File: src/hdl/lookahead_noise_gate_assert.svh
// Assertion macros for the lookahead noise gate.
`ifndef LOOKAHEAD_NOISE_GATE_ASSERT_SVH
`define LOOKAHEAD_NOISE_GATE_ASSERT_SVH
`ifndef SYNTHESIS
`define LNG_ASSERT_IMP(lbl, clk, rst_n, ante, cons, msg) \
    lbl: assert property (@(posedge clk) disable iff (!rst_n) (ante) |-> (cons)) else $error(msg);
`define LNG_ASSERT_NXT(lbl, clk, rst_n, ante, cons, msg) \
    lbl: assert property (@(posedge clk) disable iff (!rst_n) (ante) |=> (cons)) else $error(msg);
`else
`define LNG_ASSERT_IMP(lbl, clk, rst_n, ante, cons, msg)
`define LNG_ASSERT_NXT(lbl, clk, rst_n, ante, cons, msg)
`endif
`endif

File: src/hdl/lng_pkg.sv
// Package: types, constants and codes of the lookahead noise gate.
package lng_pkg;
    localparam int DELAY_DEPTH = 4096;
    localparam int SAMPLE_BITS = 16;
    localparam int AW          = $clog2(DELAY_DEPTH);
    localparam int SUM_BITS    = 2 * SAMPLE_BITS + 12;
    localparam int MA          = (2 * SAMPLE_BITS - 1 > 18) ? 2 * SAMPLE_BITS - 1 : 18;
    localparam int MB          = (SAMPLE_BITS + 2 > 18) ? SAMPLE_BITS + 2 : 18;
    localparam int MP          = MA + MB;
    localparam int EL_BITS     = 18;
    localparam logic [EL_BITS-1:0] ELAPSED_MAX = '1;
    localparam logic [15:0] UNITY = 16'h8000;

    typedef enum logic [2:0] {
        CFG_THRESHOLD = 3'd0,
        CFG_FLOOR     = 3'd1,
        CFG_ATTACK    = 3'd2,
        CFG_RELEASE   = 3'd3,
        CFG_HOLD      = 3'd4,
        CFG_DELAY     = 3'd5
    } t_cfg_idx;

    typedef enum logic [3:0] {
        S_CLEAR, S_IDLE, S_RD, S_WR, S_OL, S_OR, S_TT, S_TD,
        S_CMP, S_SPAN, S_DIVLD, S_DIV, S_GL, S_GR, S_DONE
    } t_state;

    typedef struct packed {
        logic signed [SAMPLE_BITS-1:0] in_left;
        logic signed [SAMPLE_BITS-1:0] in_right;
    } t_in;

    typedef struct packed {
        logic signed [SAMPLE_BITS-1:0] out_left;
        logic signed [SAMPLE_BITS-1:0] out_right;
        logic                          gate_is_open;
    } t_out;
endpackage

File: src/hdl/lng_mul.sv
// Shared signed multiplier with registered product.
module lng_mul (
    input  logic                             i_clk,
    input  logic                             i_en,
    input  logic signed [lng_pkg::MA-1:0]    i_a,
    input  logic signed [lng_pkg::MB-1:0]    i_b,
    output logic signed [lng_pkg::MP-1:0]    o_p
);
    import lng_pkg::*;
    logic signed [MP-1:0] r_p;

    always_ff @(posedge i_clk) begin
        if (i_en) begin
            r_p <= MP'(i_a) * MP'(i_b);
        end
    end

    assign o_p = r_p;
endmodule

File: config.mk
export PLATFORM = sky130hd
export DESIGN_NAME = lng_mul
export DESIGN_NICKNAME = d
export VERILOG_FILES = /design/src/hdl/lookahead_noise_gate_assert.svh /design/src/hdl/lng_pkg.sv /design/src/hdl/lng_mul.sv
export SDC_FILE = /design/constraint.sdc
export NUM_CORES = 2
export LEC_CHECK = 0
export ABC_AREA = 0
export ABC_CLOCK_PERIOD_IN_PS = 10500
export BUFFER_PORTS_ARGS = -buffer_cell sky130_fd_sc_hd__buf_2
export CAP_MARGIN = 20
export CORE_UTILIZATION = 31
export DETAILED_ROUTE_END_ITERATION = 8
export PLACE_DENSITY = 0.46
export SYNTH_ARGS = -nofsm -noshare
export SYNTH_HDL_FRONTEND = slang
export SYNTH_SLANG_ARGS = --single-unit
File: constraint.sdc
create_clock -name i_clk -period 10.5 [get_ports i_clk]
set_input_delay 2.1 -clock i_clk [delete_from_list [all_inputs] [get_ports i_clk]]
set_output_delay 2.1 -clock i_clk [all_outputs]
set_load 0.005 [all_outputs]
==> impl_summary.md <==
Run status
The flow ran to the end, but the final reports show violations. The final reports fail on design-rule violations.

Floorplan
The die height is 260 µm. The floorplan has 94 rows. For this configuration, the core starts out at a cell density of 31.4%. The core outline area is 66000 µm². The die covers 67800 µm². The number of top-level design ports is 100.

The floorplan step set the die width to 260 µm.

Placed design
The final RePlAce weighted congestion is 0.847. The half-perimeter wire length of the detailed placement result is 45700 µm. The port buffer count is 99.

STA
The share of the clock period used by the worst path after layout is 84.1%. The aggregate negative setup slack is 0 ns. Setup repair after global routing left no endpoint under its margin. The final critical delay including setup and external delays is 8.83 ns.

The number of endpoints with negative hold slack in the final report is 0. The final count of negative-setup-slack endpoints is 0. The top achievable clock speed is 113 MHz.

The relative slew slack is 38.5%. At the pin with the least slew margin, the transition time is 0.923 ns. The number of slew-limit violations in the final report was 0.

Yosys
Averaged over all synthesized cells, the footprint is 9.32 µm². The post-synthesis sequential area ratio is 7.11%. The count of yosys warnings during synthesis is 0. Of all flip-flops after synthesis, the portion carrying an async set or reset was 0%. The register bit total from synthesis is 49. In the synthesized netlist, the number of instances is 2222. The leading register cell type out of synthesis is edfxtp_1.

The number of flops mapped to enable cells by yosys is 49. The total standard cell area after synthesis is 20700 µm². The number of nets handed over by synthesis was 2929. Counting distinct cell types in the post-synthesis netlist gives 50.

Worst setup path
The slowest cell on the critical path is buf_2. STA classifies the critical path endpoint as a register. The kind of start point of the critical path is an input pin. Walking the worst path, the cells encountered are buf_2 > nand2_1 > fa_1 > inv_1 > fa_1 > fa_1 > fa_1 > fa_1 > inv_1 > fa_1 > inv_1 > ha_1 > nand4_1 > nor2_1 > o221ai_1 > a31oi_1 > o31ai_1 > buf_4 > o31ai_1 > a21oi_2 > o21ai_1 > nor4_1 > a211o_1. At the worst endpoint, the required time is 10.60 ns. By instance count, the cell type seen most on the critical path is fa_1. On the worst path, the slowest cell contributes a delay of 0.67 ns. Of all nets on the critical path, the largest fanout is 27. The critical path is of the in2reg type. The data arrival at the endpoint of the critical path is 8.93 ns.

CTS
The number of hold buffers added after CTS was 0. The total clock sinks is 49. CTS built an H-tree with a depth of 2. TritonCTS built the clock tree. The number of gates given a new drive strength after cts is 0. The number of buffers on the longest clock path is 2. The number of clock buffers added by TritonCTS is 5. After clock tree synthesis, the clock-pin slew on the worst setup and hold paths is 0.08 ns. The post-CTS repair timing setup buffer count is 0. The clock tree root driver cell is clkbuf_16.

Detailed routing
After detailed routing, the average wire length per cell comes to 18.8 µm. The iteration-0 DRC count of the detailed router is 729. Once detail routing completed, the nets flagged for antenna violations numbered 0. Wires add up to 58500 µm. The via count of the routed design is 14300.

The first detailed-routing pass ran for 7 iterations. The detailed-route vias per instance is 4.61. In the routed design, unresolved DRC markers number 42.

Global route
The initial antenna violation count came to 6. The pin count of the biggest net entering global routing is 50. The number of global-route vias before repair was 16100. The residual overflow from global routing is 0. Global routing used 18.4% of the available tracks. The global-route wire length before repair is 94100 µm.

Worst hold path
The tightest min-delay check is of the in2reg type.

Final layout
Cells with a size suffix above 1 make up 5.67% of the layout. The area added between synthesis and finish is 6.87%. At the end of the flow, the number of nets in the layout was 2946. The register with the most flip-flops in the layout has 49 of them.

Job
Across the run, the number of max-cap violations was 0.
[synthesized netlist by cell type, types with 4 or more instances]
cell type / count / area (µm²)
a21oi_2: 5 / 43.8
edfxtp_1: 49 / 1470
o21ai_1: 4 / 20.0
ha_1: 119 / 1490
o21a_1: 4 / 30.0
a211o_1: 4 / 35.0
nor2_1: 42 / 158
a21oi_1: 37 / 185
a21o_1: 24 / 180
and3_1: 5 / 31.3
a31oi_1: 5 / 31.3
nand2_1: 329 / 1230
clkbuf_1: 94 / 353
o211ai_1: 5 / 37.5
o21ai_0: 10 / 50.1
nand2b_1: 10 / 62.6
o21bai_1: 5 / 37.5
inv_1: 613 / 2300
nand3_1: 8 / 40.0
xnor2_1: 39 / 342
a211oi_1: 4 / 30.0
and2_1: 221 / 1380
fa_1: 537 / 10800
xor2_1: 13 / 114
[worst max-delay path: cells and delay by family]
family / cells / cell delay, ns
compound gates: 7 / 1.74
fa+ha+maj: 7 / 3.47
buf+inv: 5 / 1.01
simple gates: 4 / 0.58
[cells by family after synthesis]
logic type	count (synthesis)	synth area share, %
buffers and inverters	711	12.9
xor gates and xnor gates	52	2.20
AOI/OAI and AO/OA	126	4.18
adders and majority gates	656	59.1
and+or+nand+nor	628	14.5
DFF	49	7.11
[worst paths after layout]
| kind | endpoint | cells after the start | slack [ns] | start |
|---|---|---|---|---|
| max | o_p[47] | 23 | 1.67 | i_b[9] |
| min | o_p[0] | 2 | 2.41 | i_a[0] |
[metrics by stage]
step	util [%]	worst slack (ns)	hold WS, ns	area, µm²	std cells
finish	33.5	1.67	2.41	22100	3107
CTS	33.5	1.57	2.39	22100	3104
detailed placement	33.3	1.22	2.49	22000	3096
global route	33.5	1.24	2.40	22100	3104
global placement	33.3	1.32	2.49	22000	3096
floorplan	-	2.35	2.21	20700	2222
[layout by cell type, fill, tap and decap left out, types with 13 or more instances in the layout]
master / netlist / routed
edfxtp_1: 49 / 49
inv_1: 613 / 613
fa_1: 537 / 537
ha_1: 119 / 119
a21o_1: 24 / 24
xor2_1: 13 / 13
xnor2_1: 39 / 39
nand2_1: 329 / 329
nor2_1: 42 / 42
and2_1: 221 / 221
a21oi_1: 37 / 37
buf_2: 1 / 99
[area by class of cell]
cell class	instances	area [µm²]
Fill cell	6887	43900
Multi-Input combinational cell	1462	16600
Inverter	614	2300
Sequential cell	49	1470
Tap cell	864	1080
Timing Repair Buffer	107	556
Clock buffer	5	125
Clock inverter	3	28.8
Antenna cell	3	7.51
[metal layers]
layer  GRT usage (%)  wire, µm  vias to the layer above
li1                -         -                     6385
met1            24.7     26400                     7575
met2            31.5     28700                      276
met3            2.26      2210                       78
met4            4.09      1220                        8
met5               0        49                        -
Power is left out: the tool's default activity adds up to more than one toggle a clock period on the data nets, which glitch-free logic cannot reach.
