## src/hdl/lookahead_noise_gate_assert.svh

```systemverilog
// Assertion macros for the lookahead noise gate.
`ifndef LOOKAHEAD_NOISE_GATE_ASSERT_SVH
`define LOOKAHEAD_NOISE_GATE_ASSERT_SVH
`ifndef SYNTHESIS
`define LNG_ASSERT_IMP(lbl, clk, rst_n, ante, cons, msg) \
    lbl: assert property (@(posedge clk) disable iff (!rst_n) (ante) |-> (cons)) else $error(msg);
`define LNG_ASSERT_NXT(lbl, clk, rst_n, ante, cons, msg) \
    lbl: assert property (@(posedge clk) disable iff (!rst_n) (ante) |=> (cons)) else $error(msg);
`else
`define LNG_ASSERT_IMP(lbl, clk, rst_n, ante, cons, msg)
`define LNG_ASSERT_NXT(lbl, clk, rst_n, ante, cons, msg)
`endif
`endif

```

## src/hdl/lng_div.sv

```systemverilog
// Restoring divider, one quotient bit per cycle, 32 by 16 bits.
module lng_div (
    input  logic        i_clk,
    input  logic        i_rst_n,
    input  logic        i_start,
    input  logic [31:0] i_dividend,
    input  logic [15:0] i_divisor,
    output logic        o_done,
    output logic [15:0] o_quot
);
    logic [16:0] r_rem;
    logic [15:0] r_quo;
    logic [15:0] r_den;
    logic [4:0]  r_cnt;
    logic        r_busy;
    logic        r_done;
    logic [16:0] trial;
    logic        fit;

    assign trial = {r_rem[15:0], r_quo[15]};
    assign fit   = trial >= {1'b0, r_den};

    always_ff @(posedge i_clk) begin
        if (!i_rst_n) begin
            r_busy <= 1'b0;
            r_done <= 1'b0;
            r_cnt  <= '0;
        end else begin
            r_done <= 1'b0;
            if (i_start) begin
                r_busy <= 1'b1;
                r_cnt  <= 5'd16;
            end else if (r_busy) begin
                r_cnt <= r_cnt - 5'd1;
                if (r_cnt == 5'd1) begin
                    r_busy <= 1'b0;
                    r_done <= 1'b1;
                end
            end
        end
    end

    always_ff @(posedge i_clk) begin
        if (i_start) begin
            r_rem <= {1'b0, i_dividend[31:16]};
            r_quo <= i_dividend[15:0];
            r_den <= i_divisor;
        end else if (r_busy) begin
            r_rem <= fit ? trial - {1'b0, r_den} : trial;
            r_quo <= {r_quo[14:0], fit};
        end
    end

    assign o_done = r_done;
    assign o_quot = r_quo;
endmodule

```

## config.mk

```make
export PLATFORM = sky130hd
export DESIGN_NAME = lng_div
export DESIGN_NICKNAME = d
export VERILOG_FILES = /design/src/hdl/lookahead_noise_gate_assert.svh /design/src/hdl/lng_div.sv
export SDC_FILE = /design/constraint.sdc
export NUM_CORES = 1
export LEC_CHECK = 0
export ABC_CLOCK_PERIOD_IN_PS = 2200
export BUFFER_PORTS_ARGS = -buffer_cell sky130_fd_sc_hd__buf_2
export CORE_MARGIN = 2
export CORE_UTILIZATION = 50
export CTS_BUF_LIST = sky130_fd_sc_hd__clkbuf_16
export DETAILED_ROUTE_END_ITERATION = 16
export PLACE_DENSITY = 0.78
export SLEW_MARGIN = 5
export SYNTH_ARGS = -nofsm -noshare
export SYNTH_HDL_FRONTEND = slang
export SYNTH_SLANG_ARGS = --single-unit
```

## constraint.sdc

```tcl
create_clock -name i_clk -period 2.2 [get_ports i_clk]
set_input_delay 0.44 -clock i_clk [delete_from_list [all_inputs] [get_ports i_clk]]
set_output_delay 0.44 -clock i_clk [all_outputs]
set_load 0.05 [all_outputs]
```

==> results.json, run 1 <==
{
  "status": "finished, violations left",
  "violations": "setup timing",
  "yosysSeqAreaShare_pct": 47.13,
  "vdd_ir_drop_max_v": 0.0005748,
  "cp-end-kind": "register",
  "p_total_mw": 5.130,
  "dieArea_sq_mm": 0.007383,
  "tightestPinTransition_ns": 0.4753,
  "hold_viol": 0,
  "rrSetupSlack_ns": -0.32,
  "path_clk_slew_ns": 0.08,
  "die_w_um": 85.93,
  "setup_slack_ns": -0.3246,
  "synth_top_cell_by_area": "edfxtp_1",
  "maxCapViolCount": 0,
  "dp_cells": 493,
  "place_ws_ns": -0.1596,
  "ant_nets": 0,
  "port_buffers": 67,
  "crit_fanout": 2,
  "first_pass_iters": 6,
  "drive_gt1_share_pct": 52.34,
  "worstPathRequired_ns": 2.35,
  "period_share_pct": 114.8,
  "crit_type": "reg -> reg",
  "drv_slew": 0,
  "gp_congestion": 0.9150,
  "drc": 0,
  "numCtsBuffers": 5,
  "clock_sinks": 55,
  "grt_pass1_wl_um": 15910,
  "drtIter0Drc": 385,
  "stdcell_count": 526,
  "hpwl_um": 6281,
  "clock_latency_ns": 0.30,
  "syn-num-nets": 373,
  "yosysTopAreaCellShare_pct": 42.95,
  "syn_avg_cell_area_sq_um": 11.07,
  "first_global_vias": 3208,
  "maxSlewHeadroom_pct": 68.17,
  "setup_tns_ns": -3.331,
  "clockBufferDepth": 2,
  "start_kind": "register",
  "coreArea_sq_mm": 0.006422,
  "wl_um": 12340,
  "setup_viol_count_final": 17,
  "finalClockSkew_ns": 0.009966,
  "reg2regPathDepth": 11,
  "fmax_mhz": 396.1,
  "synth_seq_cells": 55,
  "start_util_pct": 52.25,
  "gr-total-overflow": 0,
  "htreeDepth": 2,
  "rows": 29,
  "mappedNetlistArea_sq_mm": 0.003356,
  "async_reset_ff_share_pct": 0,
  "via_per_inst": 6.386,
  "synthToLayoutAreaGrowth_pct": 46.68,
  "holdBufCountCts": 0,
  "r2r_end": "r_rem[8]",
  "min-delay-start": "i_divisor[14]",
  "grt_max_degree": 36,
  "num_io_pins": 68,
  "vias": 3359,
  "power_density_mw_per_mm2": 1042,
  "synth.most_common_cell": "edfxtp_1",
  "synth_area_leaders": "edfxtp_1 (43%), ha_1 (6.7%), mux2_2 (5.4%), dfxtp_1 (4.2%), inv_1 (2.7%)",
  "fill_cells": 359,
  "dominantRegCellSynth": "edfxtp_1",
  "grt.total_usage_pct": 27.96,
  "p_leak_nw": 2.038,
  "worstReg2RegStart": "o_quot[15]",
  "grt_antenna_before_repair": 0,
  "synthCells": 303,
  "fp.dieH_um": 85.93,
  "worstPathArrival_ns": 2.68,
  "cts_tree": "built",
  "clockRootBuffer": "clkbuf_16",
  "synthTopCellsByCount": "edfxtp_1 (48), inv_1 (24), nand2_1 (24), ha_1 (18), mux2_2 (16)",
  "wire_per_inst_um": 23.45,
  "hp-class": "in -> reg",
  "min_to": "r_den[14]",
  "yosysUniqueCellTypes": 62,
  "min_path_cells": 1,
  "n_antenna_cell": 0,
  "rsz0062_at_grt": "yes",
  "synth_edf_count": 48,
  "ys_warn_count": 0,
  "finalCriticalPeriod_ns": 2.525,
  "final_net_count": 518
}
-- sequential cells by signal (all words and copies together) (netlist names) --
name,flops
o_done,1
o_quot,16
r_busy,1
r_cnt,5
r_den,16
r_rem,16
-- cells by family (layout without fill, tap and decap cells) --
kind of cell / count (synthesis) / in the layout / synth area share (%)
DFF: 55 / 55 / 47.13
AOI/OAI and AO/OA: 82 / 83 / 18.53
and+or+nand+nor: 79 / 79 / 12.68
adders and majority gates: 19 / 19 / 7.308
muxes: 17 / 17 / 5.667
xor gates and xnor gates: 14 / 14 / 3.654
buffers and inverters: 37 / 182 / 5.033
-- cell usage in the layout (no fill, tap or decap), types with 3 or more instances in the layout --
master | synthesis | final
buf_2 | 3 | 67
a21o_1 | 5 | 5
o311ai_2 | 0 | 4
a31oi_4 | 1 | 3
ha_4 | 0 | 11
o21ai_0 | 14 | 6
edfxtp_1 | 48 | 48
a21oi_1 | 13 | 11
clkbuf_16 | 0 | 5
inv_1 | 24 | 21
buf_6 | 3 | 9
o211ai_1 | 6 | 6
o221ai_1 | 4 | 4
nor3_1 | 5 | 3
nand2_2 | 1 | 3
nor2_1 | 12 | 12
buf_4 | 1 | 73
inv_2 | 0 | 4
o21ai_2 | 2 | 3
xor2_1 | 4 | 4
mux2_2 | 16 | 15
nand2_1 | 24 | 22
xnor2_1 | 10 | 8
ha_1 | 18 | 6
a31oi_1 | 6 | 4
dfxtp_1 | 7 | 7
nand2b_1 | 5 | 5
nand4_1 | 7 | 7
nand3_1 | 6 | 6
o21ai_1 | 0 | 4
a211oi_1 | 5 | 4
o21ai_4 | 0 | 3
-- report_power, final --
part           total [mW]  switching, mW  internal (mW)  leakage [nW]
Sequential           1.47          0.133           1.34         0.537
Combinational        2.83           1.53           1.31          1.43
Clock               0.823          0.398          0.425        0.0759
-- layout make-up --
cell class / count / area [sq um] / share of cell area (%)
Tap cell: 77 / 96.34 / 1.957
Clock inverter: 3 / 18.77 / 0.3813
Inverter: 24 / 90.09 / 1.830
Sequential cell: 55 / 1582 / 32.13
Multi-Input combinational cell: 212 / 2006 / 40.75
Clock buffer: 5 / 125.1 / 2.542
Timing Repair Buffer: 150 / 1005 / 20.41
-- per-stage QoR --
| stage | instance area, sq um | hold WS (ns) | util, % |
|---|---|---|---|
| floorplan | 3397 | 0.4681 | - |
| global placement | 4205 | 0.4816 | 65.48 |
| detailed placement | 4205 | 0.4993 | 65.48 |
| CTS | 4661 | 0.3115 | 72.57 |
| global route | 4922 | 0.3108 | 76.64 |
| finish | 4922 | 0.3061 | 76.64 |
-- routing by layer --
| layer | part of all wire (%) | GRT usage (%) | up-vias |
|---|---|---|---|
| li1 | - | - | 1444 |
| met4 | 5.4 | 13.85 | 0 |
| met3 | 10 | 7.411 | 78 |
| met5 | 0 | 0 | - |
| met2 | 49 | 46.02 | 271 |
| met1 | 35 | 33.87 | 1566 |
-- timing repair --
item,CTS,global route
buffers inserted,17,10
gates cloned,1,0
setup endpoints to repair,17,17
pin swaps,22,27
resized for setup,37,33
-- worst max-delay path by stage --
stage	endpoint	slack, ns	cells past startpoint	startpoint
floorplan	r_rem[12]	-0.24	10	o_quot[15]
global placement	r_rem[14]	-0.13	8	r_rem[9]
detailed placement	r_rem[14]	-0.16	8	r_rem[6]
CTS	r_rem[10]	-0.19	11	o_quot[15]
global route	r_rem[8]	-0.37	11	o_quot[15]
finish	r_rem[8]	-0.32	11	o_quot[15]
-- worst max-delay path, stage by stage (launching register included) --
cell and delay [ns]:
edfxtp_1 0.42, inv_2 0.10, ha_4 0.13, inv_2 0.04, fa_2 0.40, a211oi_4 0.34, buf_4 0.17, o211ai_1 0.12
o211ai_1 0.16, xnor2_1 0.21, o21ai_2 0.13, a2bb2oi_2 0.15
No activity file was read; power rests on OpenSTA's default activity.
==> run 2, diff against run 1 <==
--- a/constraint.sdc
+++ b/constraint.sdc
@@ -3,2 +3,2 @@
 set_output_delay 0.44 -clock i_clk [all_outputs]
-set_load 0.05 [all_outputs]
+set_load 0.01 [all_outputs]
==> run 2 against run 1 <==
Effect of this change: the run still ends with setup timing left; design area fell by 2.7%; register-to-register slack improved by 0.06 ns; maximum frequency rose by 2.5%; routed wire length fell by 12%; die area did not move; flip-flop and latch count did not move; first-iteration DRC count rose by 2.6%; sequential share of layout area rose by 0.88 points; sequential power barely moved; critical path type unchanged.
==> results.json, run 2 (synthesis gave the netlist of run 1 again) <==
{
  "final_net_count": 511,
  "wl_um": 10830,
  "rsz0062_at_grt": "yes",
  "drv_slew": 0,
  "path_cells": "inv_2 > ha_4 > inv_2 > fa_2 > a211oi_4 > o21ai_4 > a31oi_4 > a21oi_2 > xnor2_1 > o221ai_1",
  "path_depth": 10,
  "setup_tns_ns": -2.876,
  "grt_max_degree": 34,
  "crit_type": "reg -> reg",
  "power_density_mw_per_mm2": 1026,
  "finalClockSkew_ns": 0.007664,
  "period_share_pct": 112.0,
  "fmax_mhz": 405.8,
  "fill_cells": 365,
  "grt_pass1_wl_um": 15730,
  "layout_commonest_cell": "buf_4",
  "path_clk_slew_ns": 0.07,
  "cp-end-kind": "register",
  "die_w_um": 85.93,
  "use_met2_pct": 47.15,
  "clock_sinks": 55,
  "grt.met3_usage_pct": 4.716,
  "reg2regPathDepth": 10,
  "p_leak_nw": 2.008,
  "fp.dieH_um": 85.93,
  "min-delay-start": "i_divisor[13]",
  "status": "finished, violations left",
  "n_antenna_cell": 0,
  "setup_slack_ns": -0.2641,
  "num_io_pins": 68,
  "r2r_end": "r_rem[12]",
  "finalCriticalPeriod_ns": 2.464,
  "cpPeakStageDelay_ns": 0.41,
  "coreArea_sq_mm": 0.006422,
  "ant_nets": 0,
  "hp-class": "in -> reg",
  "hpwl_um": 5799,
  "vias": 3257,
  "worstPathArrival_ns": 2.50,
  "grt_use_met1_pct": 32.31,
  "rrSetupSlack_ns": -0.26,
  "min_path_cells": 1,
  "maxCapViolCount": 0,
  "holdBufCountCts": 0,
  "cts_tree": "built",
  "tightestPinTransition_ns": 0.7743,
  "first_pass_iters": 5,
  "start_kind": "register",
  "htreeDepth": 2,
  "vdd_ir_drop_max_v": 0.0006341,
  "dieArea_sq_mm": 0.007383,
  "slowest_stage": "edfxtp_1",
  "drtIter0Drc": 395,
  "mostFrequentLayoutCells": "buf_4 (70), buf_2 (67), edfxtp_1 (48)",
  "numCtsBuffers": 5,
  "critPathBufInv": 2,
  "first_global_vias": 3250,
  "grt.total_usage_pct": 27.22,
  "crit_family": "compound AO/OA/AOI/OAI gates",
  "setup_viol_count_final": 17,
  "clockRootBuffer": "clkbuf_16",
  "maxSlewHeadroom_pct": 47.84,
  "drc": 0,
  "clock_latency_ns": 0.29,
  "hold_viol": 0,
  "synthToLayoutAreaGrowth_pct": 42.77,
  "start_util_pct": 52.25,
  "worstPathRequired_ns": 2.23,
  "clockBufferDepth": 2,
  "gr-total-overflow": 0,
  "min_to": "r_den[13]",
  "crit_fanout": 3,
  "violations": "setup timing",
  "wire_per_inst_um": 20.86,
  "gp_congestion": 0.8675,
  "grt.busiest_layer": "met2",
  "drive_gt1_share_pct": 48.64,
  "via_per_inst": 6.276,
  "p_total_mw": 4.914,
  "worstReg2RegStart": "o_quot[15]",
  "crit_top_cell": "inv_2",
  "rows": 29,
  "port_buffers": 67,
  "grt_antenna_before_repair": 0
}
## run 2: repair_timing
| item | CTS | global route |
|---|---|---|
| gates resized for setup | 30 | 18 |
| setup endpoints to repair | 17 | 17 |
| gates cloned | 2 | 0 |
| pin swaps | 20 | 17 |
| setup buffers | 21 | 10 |
## run 2: power breakdown
part           switching [mW]  total [mW]  internal, mW
combinational            1.30        2.45          1.14
clock                   0.361        1.01         0.649
sequential              0.118        1.46          1.34
total                    1.78        4.91          3.13
## run 2: through the flow
stage / cell area [sq um] / setup WS, ns / hold WS [ns] / instances / util, %
floorplan: 3398 / -0.007305 / 0.4681 / 303 / -
global placement: 4101 / -0.08567 / 0.4818 / 479 / 63.86
detailed placement: 4101 / -0.1256 / 0.4885 / 479 / 63.86
CTS: 4638 / -0.1174 / 0.3193 / 510 / 72.22
global route: 4791 / -0.3535 / 0.3144 / 519 / 74.60
finish: 4791 / -0.2641 / 0.3181 / 519 / 74.60
## run 2: cell type report
class	instances	area (sq um)	area share, %
clock buffers	5	125.1	2.612
clock inverters	3	63.81	1.332
inverters	24	90.09	1.880
multi-input cells	213	1908	39.83
flip-flops and latches	55	1582	33.01
well taps	77	96.34	2.011
repair buffers	142	925.9	19.33
## run 2: layer usage
metal | up-vias | routed length, um
met1 | 1524 | 4013
met5 | - | 0
met3 | 58 | 837
met2 | 247 | 5405
met4 | 0 | 571
li1 | 1428 | -
## run 2: how the worst max path moves through the flow
stage | startpoint | end | slack (ns)
global route | o_quot[15] | r_rem[12] | -0.35
global placement | r_rem[2] | r_rem[12] | -0.09
floorplan | o_quot[15] | r_rem[12] | -0.007
finish | o_quot[15] | r_rem[12] | -0.26
detailed placement | r_rem[2] | r_rem[15] | -0.13
CTS | o_quot[15] | r_rem[12] | -0.12
==> run 3, diff against run 2 <==
- RECOVER_POWER: default -> 100
==> run 3 against run 2 <==
Effect of this change: clock-buffer cell count stayed put; the run still ends with setup timing left; utilization is 0.49 points lower; sequential power hardly changed; design area is 0.65% lower; maximum frequency is 0.15% higher; clock skew is 0.00086 ns lower; setup slack better by 0.0037 ns; critical path depth stayed put; die area stayed put; power is 0.20% lower; highest routed layer unchanged; register-to-register slack hardly changed.
==> results.json, run 3 (synthesis gave the netlist of run 1 again) <==
{
  "rows": 29,
  "gr-total-overflow": 0,
  "hp-class": "in -> reg",
  "path_clk_slew_ns": 0.07,
  "crit_fanout": 3,
  "path_cells": "inv_2 > ha_4 > inv_2 > fa_2 > a211oi_4 > o21ai_4 > a31oi_4 > a21oi_2 > xnor2_1 > o221ai_1",
  "violations": "setup timing",
  "hpwl_um": 5799,
  "status": "finished, violations left",
  "holdBufCountCts": 0,
  "rsz0062_at_grt": "yes",
  "crit_top_cell": "inv_2",
  "clockRootBuffer": "clkbuf_16",
  "crit_type": "reg -> reg",
  "start_kind": "register",
  "finalClockSkew_ns": 0.006808,
  "gp_congestion": 0.8675,
  "place_ws_ns": -0.1256,
  "worstPathArrival_ns": 2.50,
  "grt_antenna_before_repair": 0,
  "port_buffers": 67,
  "worstPathRequired_ns": 2.24,
  "clock_sinks": 55,
  "grt.total_usage_pct": 27.22,
  "first_pass_iters": 7,
  "rrSetupSlack_ns": -0.26,
  "hold_viol": 0,
  "ant_nets": 0,
  "p_leak_nw": 1.952,
  "cp-startpoint": "o_quot[15]",
  "cp-end-kind": "register",
  "drtIter0Drc": 397,
  "drv_slew": 0,
  "maxSlewHeadroom_pct": 36.11,
  "numCtsBuffers": 5,
  "worstReg2RegStart": "o_quot[15]",
  "r2r_end": "r_rem[12]",
  "crit_end": "r_rem[12]",
  "dp_cells": 479,
  "power_density_mw_per_mm2": 1030,
  "fmax_mhz": 406.4,
  "n_antenna_cell": 0,
  "synthToLayoutAreaGrowth_pct": 41.83,
  "slowest_stage": "edfxtp_1",
  "die_w_um": 85.93,
  "vdd_ir_drop_max_v": 0.0006234,
  "layout_commonest_cell": "buf_4",
  "start_util_pct": 52.25,
  "stdcell_count": 519,
  "setup_tns_ns": -2.889,
  "grt_pass1_wl_um": 15730,
  "cpPeakStageDelay_ns": 0.41,
  "fin_hold_ws_ns": 0.3148,
  "htreeDepth": 2,
  "grt_max_degree": 34,
  "drive_gt1_share_pct": 44.34,
  "wl_um": 10830,
  "coreArea_sq_mm": 0.006422,
  "drc": 0,
  "first_global_vias": 3250,
  "period_share_pct": 111.8,
  "num_io_pins": 68,
  "vias": 3331,
  "clock_latency_ns": 0.30,
  "mostFrequentLayoutCells": "buf_4 (67), buf_2 (50), edfxtp_1 (48)",
  "clockBufferDepth": 2,
  "setup_viol_count_final": 17,
  "wire_per_inst_um": 20.87,
  "via_per_inst": 6.418,
  "cts_tree": "built",
  "fp.dieH_um": 85.93,
  "finalCriticalPeriod_ns": 2.460,
  "maxCapViolCount": 0,
  "final_net_count": 511,
  "dieArea_sq_mm": 0.007383,
  "setup_slack_ns": -0.2604,
  "reg2regPathDepth": 10,
  "tightestPinTransition_ns": 0.9583
}
## run 3: cell types whose count changed in the layout (fill, tap and decap cells not counted), sizes merged
| cell | delta |
|---|---|
| buf | -20 |
| clkbuf | +20 |
## run 3: critical path: cells and delay by family, from the launching register on
kind	cells	cell delay, ns
xor gates and xnor gates	1	0.16
adders and majority gates	2	0.53
buffers and inverters	2	0.16
DFF	1	0.41
AOI/OAI and AO/OA	5	0.94
## run 3: repair_timing
action                     4_1_cts  5_1_grt
resized for setup               30       18
setup buffers                   21       10
pin swaps                       20       17
setup endpoints to repair       17       17
gates cloned                     2        0
## run 3: metrics by stage
| step | power, mW | cell area (sq um) | util, % |
|---|---|---|---|
| 2_1_floorplan | 2.636 | 3398 | - |
| 3_3_place_gp | 3.205 | 4101 | 63.86 |
| 3_5_place_dp | 3.250 | 4101 | 63.86 |
| 4_1_cts | 4.538 | 4638 | 72.22 |
| 5_1_grt | 5.076 | 4760 | 74.11 |
| 6_report | 4.904 | 4760 | 74.11 |
## run 3: area by class of cell
type,instances,area [sq um]
Clock buffer,5,125.1
Clock inverter,3,63.81
Fill cell,381,1663
Inverter,24,90.09
Multi-Input combinational cell,213,1908
Sequential cell,55,1582
Tap cell,77,96.34
Timing Repair Buffer,142,894.6
## run 3: how the worst min path moves through the flow
stage | start | end | slack, ns | cells past startpoint
final | i_divisor[8] | r_den[8] | 0.31 | 1
after global routing | i_divisor[0] | r_den[0] | 0.31 | 1
after CTS | i_divisor[4] | r_den[4] | 0.32 | 1
after detailed placement | r_cnt[1] | r_cnt[1] | 0.49 | 2
after global placement | r_cnt[1] | r_cnt[1] | 0.48 | 2
after floorplan | r_cnt[1] | r_cnt[1] | 0.47 | 2
## run 3: power breakdown
| group | leakage (nW) | switching [mW] | internal [mW] |
|---|---|---|---|
| sequential | 0.537 | 0.120 | 1.34 |
| combinational | 1.32 | 1.30 | 1.13 |
| clock | 0.0952 | 0.364 | 0.648 |
## run 3: routing by layer
layer / up-vias / track usage, % / share of wire, %
met2: 283 / 47.15 / 49
met1: 1534 / 32.31 / 36
met3: 86 / 4.716 / 8.5
li1: 1428 / - / -
met5: - / 0 / 0
met4: 0 / 14.00 / 6.3
